**src/rtl/gsp_pkg.sv**
```systemverilog
// Package for the geometry string parser: character codes, parse phase
// encoding, accumulator width and the value formatting helpers.
// No dependencies.
`timescale 1ns / 1ps
`default_nettype none
package gsp_pkg;

  localparam int VALUE_BITS = 16;
  localparam int EXT_BITS   = (VALUE_BITS > 17) ? VALUE_BITS : 17;
  localparam int SUM_BITS   = VALUE_BITS + 4;

  localparam logic [VALUE_BITS-1:0] VALUE_MAX = {VALUE_BITS{1'b1}};

  localparam logic [7:0] CH_NUL   = 8'h00;
  localparam logic [7:0] CH_EQ    = 8'h3D;
  localparam logic [7:0] CH_PLUS  = 8'h2B;
  localparam logic [7:0] CH_MINUS = 8'h2D;
  localparam logic [7:0] CH_LX    = 8'h78;
  localparam logic [7:0] CH_UX    = 8'h58;
  localparam logic [7:0] CH_ZERO  = 8'h30;
  localparam logic [7:0] CH_NINE  = 8'h39;

  typedef enum logic [8:0] {
    PH_START  = 9'b000000001,
    PH_WBEGIN = 9'b000000010,
    PH_WNUM   = 9'b000000100,
    PH_HBEGIN = 9'b000001000,
    PH_HNUM   = 9'b000010000,
    PH_XBEGIN = 9'b000100000,
    PH_XNUM   = 9'b001000000,
    PH_YBEGIN = 9'b010000000,
    PH_YNUM   = 9'b100000000
  } phase_t;

  typedef struct packed {
    phase_t      phase;
    logic [3:0]  found;
    logic [1:0]  neg;
    logic [2:0]  inner;
    logic        err;
  } parse_state_t;

  function automatic logic [16:0] signed_field(input logic [VALUE_BITS-1:0] mag,
                                               input logic neg);
    logic [EXT_BITS-1:0] m;
    logic [EXT_BITS-1:0] r;
    begin
      m = EXT_BITS'(mag);
      r = neg ? (~m + EXT_BITS'(1)) : m;
      signed_field = r[16:0];
    end
  endfunction

  function automatic logic [15:0] unsigned_field(input logic [VALUE_BITS-1:0] mag);
    logic [EXT_BITS-1:0] m;
    begin
      m = EXT_BITS'(mag);
      unsigned_field = m[15:0];
    end
  endfunction

endpackage
`default_nettype wire

```
**src/rtl/gsp_accum.sv**
```systemverilog
// Decimal digit step: multiplies an accumulator by ten, adds one digit and
// saturates at the largest magnitude. Depends on gsp_pkg.
`timescale 1ns / 1ps
`default_nettype none
module gsp_accum (
  input  wire logic [gsp_pkg::VALUE_BITS-1:0] acc_in,
  input  wire logic [3:0]                     digit,
  output logic      [gsp_pkg::VALUE_BITS-1:0] acc_out
);

  logic [gsp_pkg::SUM_BITS-1:0] ext;
  logic [gsp_pkg::SUM_BITS-1:0] sum;

  always_comb begin
    ext = gsp_pkg::SUM_BITS'(acc_in);
    sum = (ext << 3) + (ext << 1) + gsp_pkg::SUM_BITS'(digit);
    if (sum > gsp_pkg::SUM_BITS'(gsp_pkg::VALUE_MAX)) begin
      acc_out = gsp_pkg::VALUE_MAX;
    end else begin
      acc_out = sum[gsp_pkg::VALUE_BITS-1:0];
    end
  end

endmodule
`default_nettype wire

```
**src/rtl/gsp_parser.sv**
```systemverilog
// Parse phase, flags and the four decimal accumulators, stepped once per
// character. Depends on gsp_pkg and gsp_accum.
`timescale 1ns / 1ps
`default_nettype none
module gsp_parser (
  input  wire logic                           clk,
  input  wire logic                           rst_n,
  input  wire logic                           step,
  input  wire logic [7:0]                     ch,
  output gsp_pkg::parse_state_t               st,
  output logic      [gsp_pkg::VALUE_BITS-1:0] w_acc,
  output logic      [gsp_pkg::VALUE_BITS-1:0] h_acc,
  output logic      [gsp_pkg::VALUE_BITS-1:0] x_acc,
  output logic      [gsp_pkg::VALUE_BITS-1:0] y_acc
);

  gsp_pkg::parse_state_t             st_r, st_nxt;
  logic [gsp_pkg::VALUE_BITS-1:0]    w_r, h_r, x_r, y_r;
  logic [gsp_pkg::VALUE_BITS-1:0]    w_nxt, h_nxt, x_nxt, y_nxt;
  logic [gsp_pkg::VALUE_BITS-1:0]    acc_in, acc_out;
  logic [1:0]                        acc_sel;
  logic                              acc_we;
  gsp_pkg::phase_t                   ph;
  logic                              is_digit, is_sign, is_minus;

  gsp_accum u_accum (
    .acc_in  (acc_in),
    .digit   (ch[3:0]),
    .acc_out (acc_out)
  );

  always_comb begin
    is_digit = (ch >= gsp_pkg::CH_ZERO) && (ch <= gsp_pkg::CH_NINE);
    is_minus = (ch == gsp_pkg::CH_MINUS);
    is_sign  = (ch == gsp_pkg::CH_PLUS) || is_minus;
    ph       = (st_r.phase == gsp_pkg::PH_START) ? gsp_pkg::PH_WBEGIN : st_r.phase;
    case (ph)
      gsp_pkg::PH_HBEGIN, gsp_pkg::PH_HNUM: acc_sel = 2'd1;
      gsp_pkg::PH_XBEGIN, gsp_pkg::PH_XNUM: acc_sel = 2'd2;
      gsp_pkg::PH_YBEGIN, gsp_pkg::PH_YNUM: acc_sel = 2'd3;
      default:                              acc_sel = 2'd0;
    endcase
    case (acc_sel)
      2'd1:    acc_in = h_r;
      2'd2:    acc_in = x_r;
      2'd3:    acc_in = y_r;
      default: acc_in = w_r;
    endcase

    st_nxt = st_r;
    acc_we = 1'b0;
    w_nxt  = w_r;
    h_nxt  = h_r;
    x_nxt  = x_r;
    y_nxt  = y_r;

    if (ch == gsp_pkg::CH_NUL) begin
      st_nxt = '{phase: gsp_pkg::PH_START, found: '0, neg: '0, inner: '0, err: 1'b0};
      w_nxt  = '0;
      h_nxt  = '0;
      x_nxt  = '0;
      y_nxt  = '0;
    end else if (!st_r.err) begin
      st_nxt.phase = ph;
      if (!(st_r.phase == gsp_pkg::PH_START && ch == gsp_pkg::CH_EQ)) begin
        case (ph)
          gsp_pkg::PH_WBEGIN, gsp_pkg::PH_WNUM: begin
            if (is_digit) begin
              acc_we          = 1'b1;
              st_nxt.found[0] = 1'b1;
              st_nxt.phase    = gsp_pkg::PH_WNUM;
            end else if (is_sign) begin
              st_nxt.neg[0] = st_r.neg[0] | is_minus;
              st_nxt.phase  = gsp_pkg::PH_XBEGIN;
            end else if (ch == gsp_pkg::CH_LX ||
                         (ch == gsp_pkg::CH_UX && ph == gsp_pkg::PH_WNUM)) begin
              st_nxt.phase = gsp_pkg::PH_HBEGIN;
            end else begin
              st_nxt.err = 1'b1;
            end
          end
          gsp_pkg::PH_HBEGIN: begin
            if (is_sign || is_digit) begin
              acc_we          = is_digit;
              st_nxt.inner[0] = st_r.inner[0] | is_minus;
              st_nxt.found[1] = 1'b1;
              st_nxt.phase    = gsp_pkg::PH_HNUM;
            end else begin
              st_nxt.err = 1'b1;
            end
          end
          gsp_pkg::PH_XBEGIN: begin
            if (is_sign || is_digit) begin
              acc_we          = is_digit;
              st_nxt.inner[1] = st_r.inner[1] | is_minus;
              st_nxt.found[2] = 1'b1;
              st_nxt.phase    = gsp_pkg::PH_XNUM;
            end else begin
              st_nxt.err = 1'b1;
            end
          end
          gsp_pkg::PH_YBEGIN: begin
            if (is_sign || is_digit) begin
              acc_we          = is_digit;
              st_nxt.inner[2] = st_r.inner[2] | is_minus;
              st_nxt.found[3] = 1'b1;
              st_nxt.phase    = gsp_pkg::PH_YNUM;
            end else begin
              st_nxt.err = 1'b1;
            end
          end
          gsp_pkg::PH_HNUM: begin
            if (is_digit) begin
              acc_we = 1'b1;
            end else if (is_sign) begin
              st_nxt.neg[0] = st_r.neg[0] | is_minus;
              st_nxt.phase  = gsp_pkg::PH_XBEGIN;
            end else begin
              st_nxt.err = 1'b1;
            end
          end
          gsp_pkg::PH_XNUM: begin
            if (is_digit) begin
              acc_we = 1'b1;
            end else if (is_sign) begin
              st_nxt.neg[1] = st_r.neg[1] | is_minus;
              st_nxt.phase  = gsp_pkg::PH_YBEGIN;
            end else begin
              st_nxt.err = 1'b1;
            end
          end
          gsp_pkg::PH_YNUM: begin
            if (is_digit) begin
              acc_we = 1'b1;
            end else begin
              st_nxt.err = 1'b1;
            end
          end
          default: begin
            st_nxt.err = 1'b1;
          end
        endcase
      end
      if (acc_we) begin
        case (acc_sel)
          2'd1:    h_nxt = acc_out;
          2'd2:    x_nxt = acc_out;
          2'd3:    y_nxt = acc_out;
          default: w_nxt = acc_out;
        endcase
      end
    end
  end

  always_ff @(posedge clk) begin
    if (!rst_n) begin
      st_r <= '{phase: gsp_pkg::PH_START, found: '0, neg: '0, inner: '0, err: 1'b0};
      w_r  <= '0;
      h_r  <= '0;
      x_r  <= '0;
      y_r  <= '0;
    end else if (step) begin
      st_r <= st_nxt;
      w_r  <= w_nxt;
      h_r  <= h_nxt;
      x_r  <= x_nxt;
      y_r  <= y_nxt;
    end
  end

  assign st    = st_r;
  assign w_acc = w_r;
  assign h_acc = h_r;
  assign x_acc = x_r;
  assign y_acc = y_r;

endmodule
`default_nettype wire

```
**src/rtl/gsp_format.sv**
```systemverilog
// Result register: turns the parser state at the end of a string into one
// output word and holds it until taken. Depends on gsp_pkg.
`timescale 1ns / 1ps
`default_nettype none
module gsp_format (
  input  wire logic                           clk,
  input  wire logic                           rst_n,
  input  wire logic                           load,
  input  gsp_pkg::parse_state_t               st,
  input  wire logic [gsp_pkg::VALUE_BITS-1:0] w_acc,
  input  wire logic [gsp_pkg::VALUE_BITS-1:0] h_acc,
  input  wire logic [gsp_pkg::VALUE_BITS-1:0] x_acc,
  input  wire logic [gsp_pkg::VALUE_BITS-1:0] y_acc,
  input  wire logic                           out_stall,
  output logic                                out_valid,
  output logic                                out_width_found,
  output logic                                out_height_found,
  output logic                                out_x_found,
  output logic                                out_y_found,
  output logic                                out_x_negative,
  output logic                                out_y_negative,
  output logic      [15:0]                    out_width_value,
  output logic      [15:0]                    out_height_value,
  output logic signed [16:0]                  out_x_value,
  output logic signed [16:0]                  out_y_value
);

  logic        ok;
  logic [3:0]  found;
  logic [1:0]  neg;
  logic        valid_r, valid_nxt;
  logic [5:0]  flags_r, flags_nxt;
  logic [15:0] w_r, w_nxt, h_r, h_nxt;
  logic [16:0] x_r, x_nxt, y_r, y_nxt;
  logic [16:0] h_full;
  logic [15:0] h_ext;

  always_comb begin
    ok = !st.err && (st.phase inside {gsp_pkg::PH_WNUM, gsp_pkg::PH_HNUM,
                                      gsp_pkg::PH_XNUM, gsp_pkg::PH_YNUM});
    found     = ok ? st.found : 4'b0000;
    neg       = ok ? st.neg : 2'b00;
    flags_nxt = {neg, found};
    w_nxt     = found[0] ? gsp_pkg::unsigned_field(w_acc) : 16'd0;
    h_full    = gsp_pkg::signed_field(h_acc, st.inner[0]);
    h_ext     = h_full[15:0];
    h_nxt     = found[1] ? h_ext : 16'd0;
    x_nxt     = found[2] ? gsp_pkg::signed_field(x_acc, st.neg[0] ^ st.inner[1]) : 17'd0;
    y_nxt     = found[3] ? gsp_pkg::signed_field(y_acc, st.neg[1] ^ st.inner[2]) : 17'd0;
    valid_nxt = load | (valid_r & out_stall);
  end

  always_ff @(posedge clk) begin
    if (!rst_n) begin
      valid_r <= 1'b0;
    end else begin
      valid_r <= valid_nxt;
    end
  end

  always_ff @(posedge clk) begin
    if (load) begin
      flags_r <= flags_nxt;
      w_r     <= w_nxt;
      h_r     <= h_nxt;
      x_r     <= x_nxt;
      y_r     <= y_nxt;
    end
  end

  assign out_valid        = valid_r;
  assign out_width_found  = flags_r[0];
  assign out_height_found = flags_r[1];
  assign out_x_found      = flags_r[2];
  assign out_y_found      = flags_r[3];
  assign out_x_negative   = flags_r[4];
  assign out_y_negative   = flags_r[5];
  assign out_width_value  = w_r;
  assign out_height_value = h_r;
  assign out_x_value      = signed'(x_r);
  assign out_y_value      = signed'(y_r);

endmodule
`default_nettype wire

```
**src/rtl/geometry_string_parser_core.sv**
```systemverilog
// Geometry string parser top level. An accepted character word is held in the input
// register; a NUL there, once the result register is free, loads it from the parser state.
// Throughput: one character word per cycle unless the input stalls, set by the parser
// step behind the input register. A pending result does not block characters;
// only a NUL waits for the result register. Synchronous active-low reset
// returns the parser to start of string. Depends on gsp_pkg, gsp_parser and gsp_format.
`timescale 1ns / 1ps
`default_nettype none
module geometry_string_parser_core (
  input  wire logic               clk,
  input  wire logic               rst_n,
  input  wire logic               in_valid,
  output logic                    in_stall,
  input  wire logic [7:0]         in_ch,
  output logic                    out_valid,
  input  wire logic               out_stall,
  output logic                    out_width_found,
  output logic                    out_height_found,
  output logic                    out_x_found,
  output logic                    out_y_found,
  output logic                    out_x_negative,
  output logic                    out_y_negative,
  output logic        [15:0]      out_width_value,
  output logic        [15:0]      out_height_value,
  output logic signed [16:0]      out_x_value,
  output logic signed [16:0]      out_y_value
);

  logic                           ch_valid_r, ch_valid_nxt;
  logic [7:0]                     ch_r;
  logic                           out_free, proc_go, accept, nul_go;
  gsp_pkg::parse_state_t          st;
  logic [gsp_pkg::VALUE_BITS-1:0] w_acc, h_acc, x_acc, y_acc;

  always_comb begin
    out_free     = !out_valid || !out_stall;
    proc_go      = ch_valid_r && ((ch_r != gsp_pkg::CH_NUL) || out_free);
    nul_go       = proc_go && (ch_r == gsp_pkg::CH_NUL);
    in_stall     = ch_valid_r && !proc_go;
    accept       = in_valid && !in_stall;
    ch_valid_nxt = accept | (ch_valid_r & !proc_go);
  end

  always_ff @(posedge clk) begin
    if (!rst_n) begin
      ch_valid_r <= 1'b0;
    end else begin
      ch_valid_r <= ch_valid_nxt;
    end
  end

  always_ff @(posedge clk) begin
    if (accept) begin
      ch_r <= in_ch;
    end
  end

  gsp_parser u_parser (
    .clk   (clk),
    .rst_n (rst_n),
    .step  (proc_go),
    .ch    (ch_r),
    .st    (st),
    .w_acc (w_acc),
    .h_acc (h_acc),
    .x_acc (x_acc),
    .y_acc (y_acc)
  );

  gsp_format u_format (
    .clk              (clk),
    .rst_n            (rst_n),
    .load             (nul_go),
    .st               (st),
    .w_acc            (w_acc),
    .h_acc            (h_acc),
    .x_acc            (x_acc),
    .y_acc            (y_acc),
    .out_stall        (out_stall),
    .out_valid        (out_valid),
    .out_width_found  (out_width_found),
    .out_height_found (out_height_found),
    .out_x_found      (out_x_found),
    .out_y_found      (out_y_found),
    .out_x_negative   (out_x_negative),
    .out_y_negative   (out_y_negative),
    .out_width_value  (out_width_value),
    .out_height_value (out_height_value),
    .out_x_value      (out_x_value),
    .out_y_value      (out_y_value)
  );

  a_stall_only_on_nul: assert property (@(posedge clk) disable iff (!rst_n)
    in_stall |-> (ch_valid_r && ch_r == gsp_pkg::CH_NUL && out_valid && out_stall))
    else $error("input stalled without a blocked end-of-string word");

  a_x_neg_found: assert property (@(posedge clk) disable iff (!rst_n)
    (out_valid && out_x_negative) |-> out_x_found)
    else $error("x offset negative without x offset found");

  a_y_neg_found: assert property (@(posedge clk) disable iff (!rst_n)
    (out_valid && out_y_negative) |-> out_y_found)
    else $error("y offset negative without y offset found");

  a_result_from_nul: assert property (@(posedge clk) disable iff (!rst_n)
    (out_valid && !$past(out_valid)) |-> $past(nul_go))
    else $error("result word appeared without an end-of-string word");

endmodule
`default_nettype wire
```
**config.mk**
```make
export PLATFORM = sky130hd
export DESIGN_NAME = geometry_string_parser_core
export DESIGN_NICKNAME = d
export VERILOG_FILES = /design/src/rtl/gsp_pkg.sv /design/src/rtl/gsp_accum.sv /design/src/rtl/gsp_parser.sv /design/src/rtl/gsp_format.sv /design/src/rtl/geometry_string_parser_core.sv
export SDC_FILE = /design/constraint.sdc
export NUM_CORES = 1
export LEC_CHECK = 0
export BUFFER_PORTS_ARGS = -buffer_cell sky130_fd_sc_hd__buf_2
export CAP_MARGIN = 20
export CORE_MARGIN = 2
export CORE_UTILIZATION = 45
export DETAILED_ROUTE_END_ITERATION = 16
export HOLD_SLACK_MARGIN = 0.03
export SLEW_MARGIN = 20
export SYNTH_ARGS = -nofsm -noshare
export SYNTH_HDL_FRONTEND = slang
export SYNTH_SLANG_ARGS = --single-unit
```
**constraint.sdc**
```tcl
create_clock -name clk -period 11 [get_ports clk]
set_clock_uncertainty 0.05 [all_clocks]
set_input_delay 0.55 -clock clk [delete_from_list [all_inputs] [get_ports clk]]
set_output_delay 0.55 -clock clk [all_outputs]
set_load 0.02 [all_outputs]
```
==> flow_summary.json <==
{
  "p_switching_w": 0.000299,
  "async_flop_share_pct": 0,
  "ys_seq_area_share_pct": 46.1,
  "design_area_sq_mm": 0.0102,
  "area_growth_pct": 14.0,
  "cp-endpoint": "u_parser.w_acc[10]",
  "final_net_count": 1019,
  "vias": 7037,
  "cts_hold_buf": 0,
  "yosys_warnings": 0,
  "holdPathStages": 1,
  "slowest_delay_ns": 0.93,
  "status": "complete, no violations",
  "path_cells": "nor4b_1 > a221oi_2 > nor2_2 > buf_4 > a211oi_1 > a31oi_1 > fa_1 > ha_1 > a21o_1 > a2111oi_4 > o21ai_1 > a311oi_1 > mux2i_4 > o211ai_1 > a22o_1",
  "power_frac_seq_pct": 50.7,
  "track_usage_pct": 22.8,
  "power_leakage_nw": 4.18,
  "final_cell_mix": "nor2_1, dfxtp_1, buf_2",
  "syn_area_sq_mm": 0.00891,
  "cp-startpoint": "u_parser.st[15]",
  "cts_made_buffers": 17,
  "drv_slew": 0,
  "combPwrFrac_pct": 3.3,
  "r2r_end": "u_parser.w_acc[10]",
  "vias_per_cell": 5.63,
  "wire_per_inst_um": 18.5,
  "dp_hpwl_um": 17400,
  "synth.distinct_cells": 70,
  "clock_latency_ns": 0.43,
  "worst_slew_pin_slew_ns": 1.01,
  "cts_tree": "built",
  "reg2reg_depth": 15,
  "period_minus_slack_ns": 6.02,
  "dr.pass1.iters": 5,
  "die_area_sq_mm": 0.0209,
  "syn_area_per_cell_sq_um": 9.97,
  "ant_nets": 0,
  "cts.htree.levels": 4,
  "drive_above_1_share_pct": 15.8,
  "synth_seq_cells": 165,
  "setup_viol": 0,
  "wl_um": 23100,
  "clkPwrFrac_pct": 46.0,
  "die_y_um": 145,
  "grt_pass1_vias": 6504,
  "syn_nets": 942,
  "ys.flop_type": "dfxtp_1",
  "start_kind": "flip-flop",
  "holdWs_ns": 0.240,
  "clock-root-buffer": "clkbuf_16",
  "rrSetupSlack_ns": 4.98,
  "p_int_w": 0.000982,
  "antenna_found_initial": 0,
  "finalCritPeriodShare_pct": 54.7,
  "clkSinkCount": 165,
  "worstSetupEndpointType": "flip-flop",
  "fp.dieW_um": 145,
  "grt_max_degree": 42,
  "final_common_cell": "nor2_1",
  "setup_tns_ns": 0,
  "finalHoldViolCount": 0,
  "place_area_sq_mm": 0.00958,
  "cp_max_fo": 36,
  "drc": 0,
  "grt_pass1_wl_um": 36300,
  "cts_repair_resize_count": 0,
  "core-area_sq_mm": 0.0195,
  "cap_violations": 0,
  "n_antenna_cell": 0,
  "initial_utilization_pct": 45.8,
  "clockBufferDepth": 2,
  "core.rowCount": 51,
  "hold_path.class": "input pin to flip-flop",
  "swShare_pct": 23.3,
  "critical_path_class": "flip-flop to flip-flop",
  "cp.required_ns": 11.27,
  "grt.overflow.total": 0,
  "powerDensity_mw_per_mm2": 126,
  "crit_path_top_delay_cell": "mux2i_4",
  "fmax_mhz": 166,
  "port_buffers": 85,
  "r2r-start": "u_parser.st[15]",
  "ir_drop_v": 0.000113,
  "maxSlewHeadroom_pct": 31.0,
  "synthCells": 894,
  "io_pins": 86,
  "synth_edf_count": 80,
  "drtIter0Drc": 586,
  "clkTransAtPathRegs_ns": 0.07,
  "rsz0062_at_grt": "false",
  "arrival_ns": 6.29,
  "post_cts_buffers": 0,
  "place_congestion": 0.917
}
==> cells by family (layout without fill, tap and decap cells) <==
family	after synthesis	count (layout)	synth area share, %
AO/OA/AOI/OAI	248	248	20.4
XOR/XNOR	62	62	6.09
adder cells (fa/ha/maj)	36	36	5.22
buffers and inverters	63	153	3.26
flip-flops	165	165	46.1
multiplexers	2	2	0.225
AND/OR/NAND/NOR	318	318	18.8
==> critical path: cells and delay by family, from the launching register on <==
kind	cells	cell delay, ns
muxes	1	0.93
DFF	1	0.57
buffers and inverters	1	0.34
and+or+nand+nor	2	0.69
AOI/OAI and AO/OA	9	2.46
adders and majority gates	2	0.84
==> per-stage QoR <==
step	worst slack, ns	power (W)	std cells	utilization, %
finish	4.98	0.00128	1249	52.2
global route	4.54	0.00132	1249	52.2
CTS	4.95	0.00129	1249	52.2
detailed placement	4.98	0.000704	1217	49.2
global placement	5.14	0.000705	1217	49.2
floorplan	5.86	0.000690	894	-
==> metal layers <==
metal,part of all wire (%),wire [um],GRT usage (%),vias up
met3,5.7,1320,3.46,41
met5,0,0,0,-
li1,-,-,-,3494
met2,46,10700,35.6,234
met4,2.8,651,9.10,0
met1,45,10400,32.0,3268
==> cell usage after synthesis, drive strengths merged (7+ instances only) <==
library cell,count,share of area (%)
a21o,7,0.59
nor2b,9,0.63
xnor2,22,2.2
nand2b,8,0.56
ha,34,4.8
a21oi,40,2.3
a211oi,20,1.7
clkbuf,21,0.90
nand2,77,3.2
edfxtp,80,27
a221o,17,1.9
dfxtp,85,19
nor2,96,4.1
xor2,40,3.9
and3,25,1.8
nor3,14,0.91
buf,18,1.3
or3,17,1.2
and2,21,1.5
inv,24,1.0
a21boi,10,0.93
nand3,26,2.9
o21ai,43,2.5
a22o,48,4.7
o31ai,12,1.0
a31oi,20,1.4
==> power groups by stage <==
stage	Combinational [W]	Sequential, W	Clock [W]
6_report	0.0000424	0.000649	0.000589
5_1_grt	0.0000466	0.000649	0.000622
4_1_cts	0.0000418	0.000649	0.000598
3_5_place_dp	0.0000416	0.000663	0
3_3_place_gp	0.0000422	0.000662	0
2_1_floorplan	0.0000294	0.000661	0
==> final cells by class <==
class	count	area, sq um
multi-input cells	666	4540
inverters	24	90.1
fillers	1767	9310
well taps	265	332
flip-flops and latches	165	4100
repair buffers	97	515
clock inverters	13	138
clock buffers	19	443
==> registers in the layout, summed over array words and instances, names as in the netlist <==
register / cells
ch_valid_r: 1
u_format.out_x_value: 17
u_format.out_width_value: 16
u_format.out_height_value: 16
u_parser.y_acc: 16
u_parser.st: 19
u_parser.x_acc: 16
u_parser.h_acc: 16
u_format.flags_r: 6
u_format.out_y_value: 17
ch_r: 8
u_format.out_valid: 1
u_parser.w_acc: 16
==> how the worst min path moves through the flow <==
stage,start,end,slack [ns]
2_1_floorplan,u_parser.st[9],u_parser.st[9],0.38
3_3_place_gp,u_parser.st[9],u_parser.st[9],0.39
3_5_place_dp,u_parser.st[9],u_parser.st[9],0.39
4_1_cts,in_ch[2],ch_r[2],0.23
5_1_grt,in_ch[6],ch_r[6],0.23
6_report,in_ch[0],ch_r[0],0.24
Note: power is estimated with default switching activity, not from simulation.
